### config.mk
export PLATFORM = sky130hd
export DESIGN_NAME = morse_keying_encoder_core_flat
export DESIGN_NICKNAME = d
export VERILOG_FILES = /design/src/hdl/mke_pkg.sv /design/src/hdl/mke_in_if.sv /design/src/hdl/mke_out_if.sv /design/src/hdl/mke_seq.sv /design/src/hdl/morse_keying_encoder_core.sv /design/src/flat_wrapper.sv
export SDC_FILE = /design/constraint.sdc
export NUM_CORES = 1
export LEC_CHECK = 0
export BUFFER_PORTS_ARGS = -buffer_cell sky130_fd_sc_hd__buf_2
export CAP_MARGIN = 20
export CORE_UTILIZATION = 30
export CTS_CLUSTER_DIAMETER = 80
export DETAILED_ROUTE_END_ITERATION = 8
export PLACE_DENSITY_LB_ADDON = 0.2
export SYNTH_ARGS = -nofsm -noshare
export SYNTH_HDL_FRONTEND = slang
export SYNTH_SLANG_ARGS = --single-unit
### constraint.sdc
create_clock -name clk_i -period 5.3 [get_ports clk_i]
set_clock_uncertainty 0.05 [all_clocks]
set_input_delay 0.265 -clock clk_i [delete_from_list [all_inputs] [get_ports clk_i]]
set_output_delay 0.265 -clock clk_i [all_outputs]
set_load 0.02 [all_outputs]
### src/hdl/mke_pkg.sv
package mke_pkg;

  // Config register map
  localparam int unsigned AddrWidth    = 2;
  localparam int unsigned DataWidth    = 32;
  localparam logic [AddrWidth-1:0] RegDotSamples = 2'd0;
  localparam logic [15:0] DotSamplesReset = 16'd2646;

  // ROM entry layout: count in [8:6] (0 means 8), dot/dash bits in [5:0]
  localparam int unsigned EntryWidth = 9;
  localparam logic [7:0]  CharBlank  = 8'h20;
  localparam logic [3:0]  GapsBlank  = 4'd2;
  localparam logic [3:0]  GapsEnd    = 4'd3;
  localparam logic [3:0]  CountFull  = 4'd8;

  // Sequencer steps
  localparam logic [2:0] StepIdle  = 3'd0;
  localparam logic [2:0] StepGap   = 3'd1;
  localparam logic [2:0] StepSpace = 3'd2;
  localparam logic [2:0] StepElem  = 3'd3;
  localparam logic [2:0] StepEnd   = 3'd4;

  // Branch conditions
  typedef enum logic [1:0] {
    CondNone  = 2'd0,  // go to nxt once the word is emitted
    CondStart = 2'd1,  // wait for an input word, gap -> tgt, else nxt
    CondCnt1  = 2'd2   // counter at one -> tgt, else nxt
  } cond_e;

  typedef struct packed {
    logic       emit;       // produce one segment
    logic       key;        // tone on
    logic       dash;       // length taken from the element bit
    logic       step_cnt;   // count down and shift the element bits
    logic       last_cnt1;  // flag last when the counter is at one
    logic       last_all;   // always flag last
    cond_e      cond;
    logic [2:0] nxt;
    logic [2:0] tgt;
  } uword_t;

  // Control store
  function automatic uword_t ucode(input logic [2:0] step);
    uword_t w;
    w = '{emit: 1'b0, key: 1'b0, dash: 1'b0, step_cnt: 1'b0, last_cnt1: 1'b0,
          last_all: 1'b0, cond: CondNone, nxt: StepIdle, tgt: StepIdle};
    case (step)
      StepIdle: begin
        w.cond = CondStart;
        w.nxt  = StepSpace;
        w.tgt  = StepGap;
      end
      StepGap: begin
        w.emit      = 1'b1;
        w.step_cnt  = 1'b1;
        w.last_cnt1 = 1'b1;
        w.cond      = CondCnt1;
        w.nxt       = StepGap;
        w.tgt       = StepIdle;
      end
      StepSpace: begin
        w.emit = 1'b1;
        w.nxt  = StepElem;
      end
      StepElem: begin
        w.emit     = 1'b1;
        w.key      = 1'b1;
        w.dash     = 1'b1;
        w.step_cnt = 1'b1;
        w.cond     = CondCnt1;
        w.nxt      = StepSpace;
        w.tgt      = StepEnd;
      end
      StepEnd: begin
        w.emit     = 1'b1;
        w.last_all = 1'b1;
        w.nxt      = StepIdle;
      end
      default: begin
        w.nxt = StepIdle;
      end
    endcase
    return w;
  endfunction

  // Character code table, indexed by the low seven bits
  localparam logic [EntryWidth-1:0] KeyRom [128] = '{
    9'o000, 9'o000, 9'o000, 9'o000, 9'o000, 9'o000, 9'o000, 9'o000,
    9'o000, 9'o000, 9'o412, 9'o000, 9'o000, 9'o412, 9'o000, 9'o000,
    9'o000, 9'o000, 9'o000, 9'o000, 9'o000, 9'o000, 9'o000, 9'o000,
    9'o000, 9'o000, 9'o000, 9'o000, 9'o000, 9'o000, 9'o000, 9'o000,
    9'o000, 9'o665, 9'o622, 9'o000, 9'o000, 9'o000, 9'o502, 9'o636,
    9'o515, 9'o000, 9'o000, 9'o512, 9'o663, 9'o000, 9'o652, 9'o511,
    9'o537, 9'o536, 9'o534, 9'o530, 9'o520, 9'o500, 9'o501, 9'o503,
    9'o507, 9'o517, 9'o607, 9'o625, 9'o000, 9'o521, 9'o000, 9'o614,
    9'o000, 9'o202, 9'o401, 9'o405, 9'o301, 9'o100, 9'o404, 9'o303,
    9'o400, 9'o200, 9'o416, 9'o305, 9'o402, 9'o203, 9'o201, 9'o307,
    9'o406, 9'o413, 9'o302, 9'o300, 9'o101, 9'o304, 9'o410, 9'o306,
    9'o411, 9'o415, 9'o403, 9'o000, 9'o000, 9'o000, 9'o000, 9'o000,
    9'o000, 9'o202, 9'o401, 9'o405, 9'o301, 9'o100, 9'o404, 9'o303,
    9'o400, 9'o200, 9'o416, 9'o305, 9'o402, 9'o203, 9'o201, 9'o307,
    9'o406, 9'o413, 9'o302, 9'o300, 9'o101, 9'o304, 9'o410, 9'o306,
    9'o411, 9'o415, 9'o403, 9'o000, 9'o000, 9'o000, 9'o000, 9'o000
  };

endpackage

### src/hdl/mke_in_if.sv
interface mke_in_if;
  logic       valid;
  logic       ready;
  logic       action;
  logic [7:0] character;

  modport source (output valid, output action, output character, input ready);
  modport sink (input valid, input action, input character, output ready);
endinterface

### src/hdl/mke_out_if.sv
interface mke_out_if;
  logic        valid;
  logic        ready;
  logic        key_on;
  logic [17:0] length_samples;
  logic        last;

  modport source (output valid, output key_on, output length_samples, output last,
                  input ready);
  modport sink (input valid, input key_on, input length_samples, input last,
                output ready);
endinterface

### src/hdl/mke_seq.sv
module mke_seq (
  input  logic        clk_i,
  input  logic        rst_ni,
  input  logic [15:0] unit_i,
  mke_in_if.sink      in_word,
  mke_out_if.source   out_word
);

  logic [2:0]  step_q, step_d;
  logic [3:0]  cnt_q, cnt_d;
  logic [5:0]  bits_q, bits_d;
  logic        vld_q, vld_d;
  logic        key_q;
  logic [17:0] len_q;
  logic        last_q;

  mke_pkg::uword_t uw;
  logic [mke_pkg::EntryWidth-1:0] entry;
  logic        acc, gap, go, cnt_one, out_free, load;
  logic [17:0] len1, len3;

  assign uw       = mke_pkg::ucode(step_q);
  assign acc      = in_word.valid && in_word.ready;
  assign gap      = in_word.action || (in_word.character == mke_pkg::CharBlank);
  assign entry    = mke_pkg::KeyRom[in_word.character[6:0]];
  assign cnt_one  = (cnt_q == 4'd1);
  assign out_free = !vld_q || out_word.ready;
  assign go       = uw.emit ? out_free : 1'b1;
  assign load     = uw.emit && out_free;

  // Dot and dash lengths
  assign len1 = {2'b00, unit_i};
  assign len3 = {2'b00, unit_i} + {1'b0, unit_i, 1'b0};

  assign in_word.ready = (uw.cond == mke_pkg::CondStart);

  // Step sequencing and element counter
  always_comb begin
    step_d = step_q;
    cnt_d  = cnt_q;
    bits_d = bits_q;
    case (uw.cond)
      mke_pkg::CondStart: begin
        if (acc) begin
          if (gap) begin
            cnt_d  = in_word.action ? mke_pkg::GapsEnd : mke_pkg::GapsBlank;
            bits_d = '0;
            step_d = uw.tgt;
          end else begin
            cnt_d  = (entry[8:6] == 3'd0) ? mke_pkg::CountFull : {1'b0, entry[8:6]};
            bits_d = entry[5:0];
            step_d = uw.nxt;
          end
        end
      end
      mke_pkg::CondCnt1: begin
        if (go) step_d = cnt_one ? uw.tgt : uw.nxt;
      end
      default: begin
        if (go) step_d = uw.nxt;
      end
    endcase
    if (go && uw.step_cnt) begin
      cnt_d  = cnt_q - 4'd1;
      bits_d = bits_q >> 1;
    end
  end

  // Output register valid
  always_comb begin
    if (load) vld_d = 1'b1;
    else if (out_word.ready) vld_d = 1'b0;
    else vld_d = vld_q;
  end

  always_ff @(posedge clk_i or negedge rst_ni) begin
    if (!rst_ni) begin
      step_q <= mke_pkg::StepIdle;
      cnt_q  <= '0;
      vld_q  <= 1'b0;
    end else begin
      step_q <= step_d;
      cnt_q  <= cnt_d;
      vld_q  <= vld_d;
    end
  end

  // Payload, no reset
  always_ff @(posedge clk_i) begin
    bits_q <= bits_d;
    if (load) begin
      key_q  <= uw.key;
      len_q  <= (uw.dash && bits_q[0]) ? len3 : len1;
      last_q <= uw.last_all || (uw.last_cnt1 && cnt_one);
    end
  end

  assign out_word.valid          = vld_q;
  assign out_word.key_on         = key_q;
  assign out_word.length_samples = len_q;
  assign out_word.last           = last_q;

endmodule

### src/hdl/morse_keying_encoder_core.sv
// Morse keying encoder.
// in_word carries one character (action 0) or an end-of-text marker (action 1).
// out_word carries keying segments: key_on, length_samples in samples, and last
// on the final segment of each input word.
// A character gives a silence/tone pair per element and a closing silence; a
// blank gives two silences and end of text three. dot_samples (APB, offset 0)
// sets the unit; zero counts as one sample. Write it only while idle.
// Timing: in_word.ready is high while the sequencer waits. The first segment
// is registered from the step after the wait step, then one segment per cycle
// unless the output stalls. A character runs the wait step, a space and an
// element step per element and a closing end step; a blank or end of text
// runs the wait step and one gap step per silence. The last segment may still
// sit in the output register when the next input word is taken. A full output
// register and the sequencer hold while out_word.ready is low; nothing is dropped.
// Reset clears the sequencer and the output valid and loads dot_samples = 2646.
module morse_keying_encoder_core (
  input  logic                          clk_i,
  input  logic                          rst_ni,
  input  logic                          psel,
  input  logic                          penable,
  input  logic                          pwrite,
  input  logic [mke_pkg::AddrWidth-1:0] paddr,
  input  logic [mke_pkg::DataWidth-1:0] pwdata,
  output logic [mke_pkg::DataWidth-1:0] prdata,
  output logic                          pready,
  mke_in_if.sink                        in_word,
  mke_out_if.source                     out_word
);

  logic [15:0] dot_q, dot_d;
  logic [15:0] unit;
  logic        wr_en;

  // Register write
  assign pready = 1'b1;
  assign wr_en  = psel && penable && pwrite && (paddr == mke_pkg::RegDotSamples);

  always_comb begin
    dot_d = dot_q;
    if (wr_en) dot_d = pwdata[15:0];
  end

  always_ff @(posedge clk_i or negedge rst_ni) begin
    if (!rst_ni) dot_q <= mke_pkg::DotSamplesReset;
    else dot_q <= dot_d;
  end

  // Register read
  always_comb begin
    prdata = '0;
    if (paddr == mke_pkg::RegDotSamples) prdata = {16'h0000, dot_q};
  end

  // Zero unit means one sample
  assign unit = (dot_q == 16'd0) ? 16'd1 : dot_q;

  mke_seq u_seq (
    .clk_i    (clk_i),
    .rst_ni   (rst_ni),
    .unit_i   (unit),
    .in_word  (in_word),
    .out_word (out_word)
  );

endmodule
### src/flat_wrapper.sv
// flat-port wrapper written by rule: the top's interface ports become plain ports
module morse_keying_encoder_core_flat 
  (clk_i, rst_ni, psel, penable, pwrite, paddr, pwdata, prdata, pready, in_word_valid, in_word_action, in_word_character, in_word_ready, out_word_valid, out_word_key_on, out_word_length_samples, out_word_last, out_word_ready);
  mke_in_if in_word_i ();
  mke_out_if out_word_i ();
  input  logic clk_i;
  input  logic rst_ni;
  input  logic psel;
  input  logic penable;
  input  logic pwrite;
  input  logic [mke_pkg::AddrWidth-1:0] paddr;
  input  logic [mke_pkg::DataWidth-1:0] pwdata;
  output logic [mke_pkg::DataWidth-1:0] prdata;
  output logic pready;
  input wire logic [$bits(in_word_i.valid)-1:0] in_word_valid;
  input wire logic [$bits(in_word_i.action)-1:0] in_word_action;
  input wire logic [$bits(in_word_i.character)-1:0] in_word_character;
  output wire logic [$bits(in_word_i.ready)-1:0] in_word_ready;
  output wire logic [$bits(out_word_i.valid)-1:0] out_word_valid;
  output wire logic [$bits(out_word_i.key_on)-1:0] out_word_key_on;
  output wire logic [$bits(out_word_i.length_samples)-1:0] out_word_length_samples;
  output wire logic [$bits(out_word_i.last)-1:0] out_word_last;
  input wire logic [$bits(out_word_i.ready)-1:0] out_word_ready;
  assign in_word_i.valid = in_word_valid;
  assign in_word_i.action = in_word_action;
  assign in_word_i.character = in_word_character;
  assign in_word_ready = in_word_i.ready;
  assign out_word_valid = out_word_i.valid;
  assign out_word_key_on = out_word_i.key_on;
  assign out_word_length_samples = out_word_i.length_samples;
  assign out_word_last = out_word_i.last;
  assign out_word_i.ready = out_word_ready;
  morse_keying_encoder_core u_core (.clk_i(clk_i), .rst_ni(rst_ni), .psel(psel), .penable(penable), .pwrite(pwrite), .paddr(paddr), .pwdata(pwdata), .prdata(prdata), .pready(pready), .in_word(in_word_i), .out_word(out_word_i));
endmodule
==> metrics.md, run 1 <==
| Metric | Value |
|---|---|
| Routed Antenna Nets | 0 |
| Async S/R FF share, synth | a little under half |
| Initial core utilization | roughly 31% |
| Register area share after synthesis | 32.49% |
| Final worst slack | 1.507 ns |
| Setup violators final | 0 |
| Crit start category | flop |
| Worst-Margin Slew | between 0.8 and 0.9 ns |
| Layout cells sized above 1 | approximately 18% |
| Post-synthesis cell area | about 4200 sq um |
| Layout net count | roughly 660 |
| Syn_area_per_cell | between 8 and 9 sq um |
| Initial DRC count | ~200 |
| Seq cells post-synth | 50 |
| First-pass GRT wire length | 17,790 microns |
| TNS Setup | 0 ns |
| Worst Setup End Kind | flop |
| Routed WL | around 11,000 microns |
| Routability-driven placement congestion ratio | between 0.8 and 0.9 |
| Max Fclk | approximately 260 MHz |
| DP HPWL | approximately 8600 microns |
| Worst-path clk slew | 0.07 ns |
| CTS Sinks | 50 |
| Die ar. | ~15,000 sq um |
| Place WS | about 1.5 ns |
| Buffers added on ports | 71 |
| Status | complete, no violations |
| Vias in the first global route | approximately 3,500 |
| Most common cell after layout, fill and taps aside | buf_2 |
| Worst EP required | about 5.3 ns |
| Peak supply drop | ~0.14 mV |
| Largest net degree at the start of global routing | 40 |
| Ys flop type | edfxtp_1 |
| Total GRT Usage | about 15% |
| Wire per inst | 14.94 microns |
| TritonCTS clock tree | done |
| CP max FO | 14 |
| Final Hold Fails | 0 |
| Pwr dens | 430.0 nW/um^2 |
| Inserted Clock Buffers | 5 |
| CP arrival | ~3.8 ns |
| Final core occ | about a third |
| I/O pin count | between 100 and 150 |
| Core Footprint | roughly 14,000 sq um |
| Grt ovf | 0 |
| Commonest cells after routing, fill and taps aside | buf_2, nand2_1, o21ai_0 |
| Die H | 120.9 microns |
| Critical path class | reg2reg |
| Longest Clk Path Bufs | 2 |
| # Max-Cap Violations | 0 |
| Vias per cell | slightly above 5 |
| Yosys warning total | 0 |
| Post-route clock period utilization | 71.57% |
| Layout area overhead | 13.97% |
| Mapped Cells | slightly above 500 |
| Rows | 43 |
| H-Tree Depth | 2 |
| Via Count | 3,902 |
| DIE WIDTH | between 100 and 150 microns |
| Final period demand of the worst path | 3.793 ns |
| Initial antenna violation count | 2 |
| Number of synthesized flops with an enable pin | 25 |
| Pins Over Slew Limit | 0 |
| Drt drc | 0 |
| Clk root buf | clkbuf_16 |
| Synth unique cells | about 70 |
| Clock latency on the worst-skew pair | around 0.29 ns |
| Type of the tightest min-delay check | in2reg |
| Rel. slew slack | between 40 and 50% |
| Leakage | 2.108 nW |
| TritonRoute pass-1 iters | 5 |
| RSZ-0062 raised after global routing | false |
[Yosys cell counts, drive strengths merged, types with 4 or more instances]
cell / instances / area (sq um)
a21oi: 36 / 180.2
ha: 34 / 425.4
nand2b: 9 / 56.30
xnor2: 6 / 52.55
or3: 4 / 25.02
o31ai: 4 / 30.03
nor3: 22 / 115.1
a22oi: 4 / 30.03
nor2: 41 / 153.9
nand2: 66 / 247.7
o211ai: 4 / 30.03
edfxtp: 25 / 750.7
o21ai: 50 / 250.2
mux2: 4 / 48.79
and2: 5 / 31.28
buf: 26 / 173.9
xor2: 6 / 52.55
dfrtp: 18 / 450.4
dfstp: 6 / 157.7
and3: 5 / 31.28
clkbuf: 17 / 63.81
inv: 35 / 131.4
nand3: 10 / 50.05
nor2b: 5 / 33.78
a21o: 4 / 31.28
a211oi: 10 / 75.07
nor4: 5 / 31.28
[registers in the layout, indices dropped and copies added (netlist names)]
register and count:
u_core.u_seq.out_word.length_samples 18, u_core.dot_q 16, u_core.u_seq.bits_q 6, u_core.u_seq.cnt_q 4, u_core.u_seq.step_q 3, u_core.u_seq.out_word.key_on 1
u_core.u_seq.out_word.last 1, u_core.u_seq.out_word.valid 1
[worst max-delay path, cell delays in order (launching register included)]
cell and delay [ns]:
dfrtp_1 0.40, inv_1 0.13, ha_1 0.16, nand2b_1 0.08
nor4_2 0.27, buf_4 0.23, nor2_1 0.11, fa_1 0.47
a21o_1 0.22, a221oi_1 0.53, a221o_1 0.26, a21oi_1 0.10
or3_1 0.31, a31o_1 0.22
[report_power, final]
part           leakage, nW  switching, mW  total (mW)  internal, mW
Combinational         1.50          0.677        1.06         0.381
Sequential           0.525         0.0749       0.676         0.601
Clock               0.0818          0.144       0.346         0.202
Total                 2.11          0.896        2.08          1.18
[timing repair]
item	CTS	global route
hold buffers	1	0
resized for setup	0	0
hold endpoints to repair	18	0
buffers inserted	0	0
[cell families after synthesis]
group           after synthesis  share of synthesized area (%)
flops                        50                          32.49
compound gates              146                          21.52
fa+ha+maj                    35                          10.50
other cells                   2                         0.1770
xor+xnor                     12                          2.476
buf+inv                      78                          8.697
simple gates                188                          21.46
mux                           8                          2.683
[layout make-up]
cell class,count,area (sq um)
fill,1464,8990
sequential,50,1379
tap,180,225.2
multi-input combinational,406,2559
clock inverter,2,10.01
inverter,35,131.4
timing repair buffer,74,380.4
clock buffer,6,150.1
antenna,1,2.502
[metal layers]
layer / vias up / global-route usage, % / wire length, microns
met5: - / 0 / 0
met4: 0 / 4.630 / 220
met3: 15 / 1.927 / 515
met2: 105 / 25.00 / 5336
met1: 1851 / 21.12 / 5192
li1: 1931 / - / -
[metrics by stage]
stage                     power, mW  area, sq um  std cells  hold slack, ns
after floorplan               1.473         4300        534        -0.08059
after detailed placement      1.738         4664        744          0.2473
after CTS                     2.097         4835        753          0.1234
final                         2.080         4837        754          0.1283
after global routing          2.249         4837        754          0.1223
after global placement        1.714         4664        744          0.2541
[path summary, 6_finish.rpt]
path | start | to | slack [ns] | cells after the start
min in group asynchronous | rst_ni | u_core.dot_q[5]$_DFFE_PN0P_ | 0.45 | 2
worst max register to register | u_core.dot_q[13]$_DFFE_PN0P_ | u_core.u_seq.out_word.length_samples[15]$_DFFE_PP_ | 1.51 | 13
max in group asynchronous | rst_ni | u_core.u_seq.out_word.valid$_DFFE_PN0P_ | 4.37 | 2
worst min register to register | u_core.u_seq.bits_q[5]$_SDFFE_PP0P_ | u_core.u_seq.bits_q[5]$_SDFFE_PP0P_ | 0.46 | 2
worst min-delay path | pwdata[8] | u_core.dot_q[8]$_DFFE_PN0P_ | 0.13 | 3
worst max-delay path | u_core.dot_q[13]$_DFFE_PN0P_ | u_core.u_seq.out_word.length_samples[15]$_DFFE_PP_ | 1.51 | 13
Note: power is estimated with default switching activity, not from simulation.
==> run 2, diff against run 1 <==
==> constraint.sdc (replaced) <==
create_clock -name clk_i -period 3.1 [get_ports clk_i]
set_clock_uncertainty 0.05 [all_clocks]
set_input_delay 0.155 -clock clk_i [delete_from_list [all_inputs] [get_ports clk_i]]
set_output_delay 0.155 -clock clk_i [all_outputs]
set_load 0.02 [all_outputs]
==> run 2 against run 1 <==
Effect of this change:
- the run now ends with setup timing left
- sequential power grew 69%
- critical path depth decreased by 1
- non-clock buffer count rose by 53
- routed wire length up 3.2%
- setup slack worse by 1.5 ns
- global-route usage increased by 0.48 points
- final area increased by 12%
- critical endpoint unchanged
- largest cell class unchanged
==> metrics.md, run 2 (synthesized netlist as in run 1, its figures left out) <==
| Metric | Value |
|---|---|
| Inserted Clock Buffers | 5 (unchanged) |
| Crit start category | flop |
| Post-route clock period utilization | 101.1% (+30 points) |
| Worst EP required | 3.09 ns (-2.21 ns) |
| Routed WL | 11,620 microns (+3.2%) |
| Core Footprint | 13,830 sq um (unchanged) |
| Leakage | 2.378 nW (+13%) |
| R2R depth | 12 (-1) |
| Longest Clk Path Bufs | 2 (unchanged) |
| Multi-input gate area | 2730 sq um (+6.7%) |
| Inserted Diodes | 0 (-1) |
| Vias per cell | 4.996 (-3.5%) |
| Initial core utilization | 30.69% (unchanged) |
| Crit path to | u_core.u_seq.out_word.length_samples[15]$_DFFE_PP_ |
| Type of the tightest min-delay check | in2reg |
| First-pass GRT wire length | 18,450 microns (+3.7%) |
| R2R Path Start | u_core.dot_q[12]$_DFFE_PN0P_ |
| Filler cell count | 1,398 (-4.5%) |
| DIE WIDTH | 120.9 microns (unchanged) |
| Buffers added on ports | 71 (unchanged) |
| Largest net degree at the start of global routing | 40 (unchanged) |
| Status | complete, but fails checks |
| Most common cell after layout, fill and taps aside | buf_2 |
| Max Fclk | 319.0 MHz (+21%) |
| Rel. slew slack | 42.02% (-1.1 points) |
| Total GRT Usage | 15.83% (+0.48 points) |
| CP arrival | 3.13 ns (-0.66 ns) |
| Final Hold Fails | 0 (unchanged) |
| Die ar. | 14,630 sq um (unchanged) |
| Seq pwr share | 28.6% (-3.9 points) |
| Initial DRC count | 187 (-6.0%) |
| I/O pin count | 105 (unchanged) |
| Commonest cells after routing, fill and taps aside | buf_2, nand2_1, buf_4 |
| Vias in the first global route | 3,711 (+5.9%) |
| Routability-driven placement congestion ratio | 0.8499 (-0.94%) |
| Power share of the combinational group | 57.5% (+6.6 points) |
| Switch share | 41.46% (-1.6 points) |
| Layout area overhead | 27.21% |
| Buf/Inv on CP | 1 (-1) |
| CP peak stage delay | 0.41 ns (-0.12 ns) |
| Critical path class | reg2reg |
| Hold Path Cell Cnt | 3 (unchanged) |
| Setup violators final | 1 (+1) |
| Family with the most delay on the worst path | compound AO/OA/AOI/OAI gates |
| Routed Antenna Nets | 0 (unchanged) |
| CP max FO | 4 (-10) |
| CP cell instances | inv_2, ha_4, nand2b_4, nor4_4, nor2_2, fa_2, a21o_1, a221oi_4, a221o_1, a21oi_2, or3_1, a31o_1 |
| Fin cells | 806 (+6.9%) |
| Die H | 120.9 microns (unchanged) |
| # Max-Cap Violations | 0 (unchanged) |
| Clk pwr share | 13.9% (-2.7 points) |
| FF-to-FF setup slack | -0.03 ns (-1.54 ns) |
| TritonRoute pass-1 iters | 4 (-1) |
| DP HPWL | 8971 microns (+4.7%) |
| Placed insts | 789 (+6.0%) |
| Violated checks | setup timing |
| Worst Setup End Kind | flop |
| Pwr dens | 738.2 nW/um^2 (+72%) |
| TritonCTS clock tree | done |
| Layout net count | 710 (+8.1%) |
| Wire per inst | 14.42 microns (-3.5%) |
| Final worst slack | -0.03487 ns (-1.542 ns) |
| Place WS | -0.1388 ns (-1.678 ns) |
| Pins Over Slew Limit | 0 (unchanged) |
| Layout cells sized above 1 | 30.35% (+12 points) |
| CTS Sinks | 50 (unchanged) |
| Grt ovf | 0 (unchanged) |
| R2R Path End | u_core.u_seq.out_word.length_samples[15]$_DFFE_PP_ |
| Largest register FFs | 18 (unchanged) |
| Worst Hold Slack | 0.01914 ns (-0.1091 ns) |
| Crit path from | u_core.dot_q[12]$_DFFE_PN0P_ |
| Finished layout cell area | 5399 sq um (+12%) |
| Peak supply drop | 0.2130 mV (+54%) |
| Initial antenna violation count | 0 (-2) |
| Clk root buf | clkbuf_16 |
| RSZ-0062 raised after global routing | true |
| Worst-Margin Slew | 0.8665 ns (+0.01326 ns) |
| Via Count | 4,027 (+3.2%) |
| Post-DP Area | 5107 sq um (+9.5%) |
| Final core occ | 39.05% (+4.1 points) |
| Rows | 43 (unchanged) |
| Pint | 2.333 mW (+97%) |
| H-Tree Depth | 2 (unchanged) |
| Worst-path clk slew | 0.07 ns (about the same) |
| Register area | 1379 sq um (unchanged) |
| Final period demand of the worst path | 3.135 ns (-0.6581 ns) |
| Net Switching | 1.652 mW (+84%) |
| Total Power | 3.985 mW (+92%) |
| Drt drc | 0 (unchanged) |
| WP depth | 12 (-1) |
| TNS Setup | -0.03487 ns (-0.03487 ns) |
| Critical path's slowest cell | nor4_4 |
| Clock latency on the worst-skew pair | 0.29 ns (about the same) |
==> run 2: cell count changes in the layout (fill, tap and decap cells not counted), sizes merged <==
cell    before  now
clkinv       2    1
buf         73  126
diode        1    0
clkbuf       6    7
==> run 2: power groups by stage <==
stage	Clock (mW)	Sequential [mW]	Combinational, mW
floorplan	0	1.32	1.29
global placement	0	1.14	2.14
detailed placement	0	1.15	2.17
CTS	0.575	1.14	2.21
global route	0.592	1.17	2.53
finish	0.555	1.14	2.29
==> run 2: layer usage <==
layer / part of all wire, % / global-route usage [%] / vias up
met5: 0 / 0 / -
met4: 0.96 / 3.858 / 0
met3: 4.7 / 2.303 / 7
met2: 47 / 26.07 / 101
met1: 47 / 21.68 / 1887
li1: - / - / 2032
==> run 2: area by class of cell <==
class / count / share of cell area (%)
Clock buffer: 7 / 2.642
Clock inverter: 1 / 0.09270
Inverter: 35 / 2.433
Multi-Input combinational cell: 406 / 50.57
Sequential cell: 50 / 25.54
Tap cell: 180 / 4.171
Timing Repair Buffer: 127 / 14.55
==> run 2: what timing repair did <==
action | 4_1_cts | 5_1_grt
gates resized for setup | 8 | 11
buffers inserted | 3 | 5
cloned | 0 | 0
hold endpoints to repair | 18 | 0
setup endpoints to repair | 4 | 8
pin swaps | 7 | 11
hold buffers | 1 | 0
==> run 2: worst register-to-register path, delay by kind of cell, from the launching register on <==
kind | cells | cell delay, ns
AND/OR/NAND/NOR | 4 | 0.88
buffers and inverters | 1 | 0.09
AO/OA/AOI/OAI | 5 | 1.00
flip-flops | 1 | 0.39
adder cells (fa/ha/maj) | 2 | 0.49
==> run 2: worst min-delay path by stage <==
stage / start / endpoint / slack, ns
final: pwdata[2] / u_core.dot_q[2]$_DFFE_PN1P_ / 0.02
after global routing: pwdata[6] / u_core.dot_q[6]$_DFFE_PN1P_ / 0.02
after CTS: pwdata[5] / u_core.dot_q[5]$_DFFE_PN0P_ / 0.02
after detailed placement: rst_ni / u_core.u_seq.cnt_q[0]$_DFFE_PN0P_ / 0.14
after global placement: rst_ni / u_core.u_seq.cnt_q[0]$_DFFE_PN0P_ / 0.13
after floorplan: rst_ni / u_core.dot_q[0]$_DFFE_PN0P_ / -0.19
==> run 3, diff against run 2 <==
--- a/config.mk
+++ b/config.mk
@@ -5,11 +5,13 @@
 export SDC_FILE = /design/constraint.sdc
 export NUM_CORES = 1
 export LEC_CHECK = 0
+export ABC_AREA = 1
 export BUFFER_PORTS_ARGS = -buffer_cell sky130_fd_sc_hd__buf_2
 export CAP_MARGIN = 20
 export CORE_UTILIZATION = 30
 export CTS_CLUSTER_DIAMETER = 80
 export DETAILED_ROUTE_END_ITERATION = 8
+export GPL_TIMING_DRIVEN = 0
 export PLACE_DENSITY_LB_ADDON = 0.2
 export SYNTH_ARGS = -nofsm -noshare
 export SYNTH_HDL_FRONTEND = slang
==> run 3 against run 2 <==
Effect of this change:
- fmax up 8.9%
- largest power group unchanged
- sequential share of layout area up 1.3 points
- total power down 2.4%
- core utilization down 2.0 points
- worst hold slack better by 0.015 ns
- largest cell class unchanged
- combinational power down 6%
- the flow now finishes without violations
==> metrics.md, run 3 <==
| Metric | Value |
|---|---|
| DP HPWL | 9526 microns (+6.2%) |
| Final worst slack | 0.2212 ns (+0.2560 ns) |
| Syn_area_per_cell | 7.098 sq um (-13%) |
| Inserted Clock Buffers | 5 (unchanged) |
| TritonCTS clock tree | done |
| Peak supply drop | 0.2427 mV (+14%) |
| Type of the tightest min-delay check | in2reg |
| Total Power | 3.888 mW (-2.4%) |
| Placed insts | 866 (+9.8%) |
| Synth area leader | edfxtp_1 |
| Longest Clk Path Bufs | 2 (unchanged) |
| Routability-driven placement congestion ratio | 0.9114 (+7.2%) |
| Main combinational cell family by area after synthesis | simple AND/OR/NAND/NOR gates |
| Layout net count | 782 (+10%) |
| Initial core utilization | 30.78% (+0.088 points) |
| Register area share after synthesis | 32.27% (-0.22 points) |
| CP max FO | 7 (+3) |
| RSZ-0062 raised after global routing | true |
| CTS Sinks | 50 (unchanged) |
| H-Tree Depth | 2 (unchanged) |
| Async S/R FF share, synth | 48.00% (unchanged) |
| Most common library cells after synthesis | nand2_1, nor2_1, inv_1 |
| Rows | 43 (unchanged) |
| Crit start category | flop |
| Routed Antenna Nets | 0 (unchanged) |
| Die H | 121.3 microns (+0.33%) |
| Setup violators final | 0 (-1) |
| Worst-Margin Slew | 0.9652 ns (+0.09872 ns) |
| Post-synthesis cell area | 4273 sq um (+0.68%) |
| Synth unique cells | 43 (-40%) |
| Seq cells post-synth | 50 (unchanged) |
| DIE WIDTH | 121.3 microns (+0.33%) |
| Total GRT Usage | 16.61% (+0.78 points) |
| Pwr dens | 756.4 nW/um^2 (+2.5%) |
| Wire per inst | 13.45 microns (-6.7%) |
| Die ar. | 14,720 sq um (+0.67%) |
| Leakage | 2.550 nW (+7.2%) |
| Mux share of post-synthesis cell area | 0% (-2.7 points) |
| Grt ovf | 0 (unchanged) |
| Via Count | 4,125 (+2.4%) |
| Critical path class | reg2reg |
| Routed WL | 11,810 microns (+1.7%) |
| Clock latency on the worst-skew pair | 0.30 ns (about the same) |
| Most common cell after layout, fill and taps aside | nand2_1 |
| Rel. slew slack | 35.59% (-6.4 points) |
| Worst-path clk slew | 0.07 ns (about the same) |
| # Max-Cap Violations | 0 (unchanged) |
| Pins Over Slew Limit | 0 (unchanged) |
| Fin cells | 878 (+8.9%) |
| Status | complete, no violations |
| Initial DRC count | 275 (+47%) |
| TritonRoute pass-1 iters | 7 (+3) |
| Vias per cell | 4.698 (-6.0%) |
| Largest net degree at the start of global routing | 25 (-38%) |
| Layout cells sized above 1 | 21.92% (-8.4 points) |
| Final period demand of the worst path | 2.879 ns (-0.2560 ns) |
| Initial antenna violation count | 0 (unchanged) |
| Commonest cells after routing, fill and taps aside | nand2_1, nor2_1, buf_2 |
| Most area-consuming cells after synthesis | edfxtp_1, nand2_1, dfrtp_1, ha_1, nor2_1 |
| I/O pin count | 105 (unchanged) |
| Place WS | -0.1511 ns (-0.01229 ns) |
| Final Hold Fails | 0 (unchanged) |
| Worst Hold Slack | 0.03445 ns (+0.01531 ns) |
| Clk root buf | clkbuf_16 |
| Most numerous cell in the Yosys netlist | nand2_1 |
| First-pass GRT wire length | 19,320 microns (+4.7%) |
| Worst Setup End Kind | flop |
| Post-route clock period utilization | 92.87% (-8.3 points) |
| Core Footprint | 13,880 sq um (+0.39%) |
| Post-synthesis xor/xnor area fraction | 2.255% (-0.22 points) |
| Drt drc | 0 (unchanged) |
| Layout area overhead | 20.29% |
| Final core occ | 37.03% (-2.0 points) |
| Yosys top cell area share | 17.57% (-0.12 points) |
| Yosys warning total | 0 (unchanged) |
| Worst EP required | 3.09 ns (about the same) |
| Number of synthesized flops with an enable pin | 25 (unchanged) |
| Post-synthesis adder-cell area fraction | 10.42% (-0.071 points) |
| Compound-Gate Fraction of Synth Area | 14.32% (-7.2 points) |
| Largest register FFs | 18 (unchanged) |
| Synth Area in Simple Gates | 29.72% (+8.3 points) |
| Buffers added on ports | 69 (-2.8%) |
| Vias in the first global route | 3,910 (+5.4%) |
| Max Fclk | 347.4 MHz (+8.9%) |
| Ys flop type | edfxtp_1 |
| CP arrival | 2.87 ns (-0.26 ns) |
| Inserted Diodes | 0 (unchanged) |
| Mapped Cells | 602 (+16%) |
run 3: cell type report:
class / instances / area (sq um)
fillers: 1509 / 8741
flip-flops and latches: 50 / 1379
well taps: 180 / 225.2
repair buffers: 73 / 377.9
plain buffers: 32 / 202.7
clock inverters: 2 / 10.01
clock buffers: 6 / 150.1
multi-input cells: 466 / 2535
inverters: 69 / 260.3
run 3: layer usage:
layer	global-route usage [%]	wire, microns	up-vias
li1	-	-	2130
met1	23.56	5857	1872
met2	26.10	5194	114
met3	2.491	639	9
met4	4.321	120	0
met5	0	0	-
run 3: through the flow:
step                cell area (sq um)  setup TNS [ns]
detailed placement               4902         -0.2699
global route                     5140        -0.03472
CTS                              5095               0
finish                           5140               0
floorplan                        4329               0
global placement                 4900         -0.1095
run 3: where the power goes:
part	internal (mW)	switching (mW)	leakage, nW	total, mW
logic	0.744	1.41	1.97	2.15
clock network	0.346	0.243	0.0818	0.589
registers	1.04	0.110	0.501	1.15
total	2.13	1.76	2.55	3.89
run 3: kinds of logic after synthesis:
logic type / after synthesis
flops: 50
buf+inv: 101
fa+ha+maj: 35
xor+xnor: 11
compound gates: 109
simple gates: 294
other cells: 2
run 3: final timing paths:
check,from,end,slack (ns),depth (start not counted)
worst max register to register,u_core.dot_q[12]$_DFFE_PN0P_,u_core.u_seq.out_word.length_samples[15]$_DFFE_PP_,0.22,15
min in group asynchronous,rst_ni,u_core.dot_q[14]$_DFFE_PN0P_,0.36,2
worst min register to register,u_core.u_seq.bits_q[2]$_DFFE_PP_,u_core.u_seq.bits_q[1]$_DFFE_PP_,0.48,2
max in group asynchronous,rst_ni,u_core.u_seq.out_word.valid$_DFFE_PN0P_,2.24,2
worst max-delay path,u_core.dot_q[12]$_DFFE_PN0P_,u_core.u_seq.out_word.length_samples[15]$_DFFE_PP_,0.22,15
worst min-delay path,pwdata[1],u_core.dot_q[1]$_DFFE_PN1P_,0.03,3
run 3: critical path, stage by stage, from the launching register on:
cell,delay [ns]
dfrtp_1,0.39
inv_1,0.15
ha_1,0.17
nand3_1,0.08
nor2_1,0.13
nand4_1,0.14
inv_2,0.12
buf_4,0.15
nor2_1,0.06
ha_1,0.38
a21oi_1,0.23
o21ai_0,0.11
a21oi_1,0.17
nand3b_1,0.10
nand3_1,0.10
o21ai_0,0.09
run 3: what timing repair did:
item / in CTS / in global routing
endpoints found under the hold margin: 18 / 0
setup endpoints to repair: 7 / 4
hold buffers: 1 / 0
gates resized for setup: 0 / 13
pin swaps: 1 / 1
buffers inserted: 3 / 0
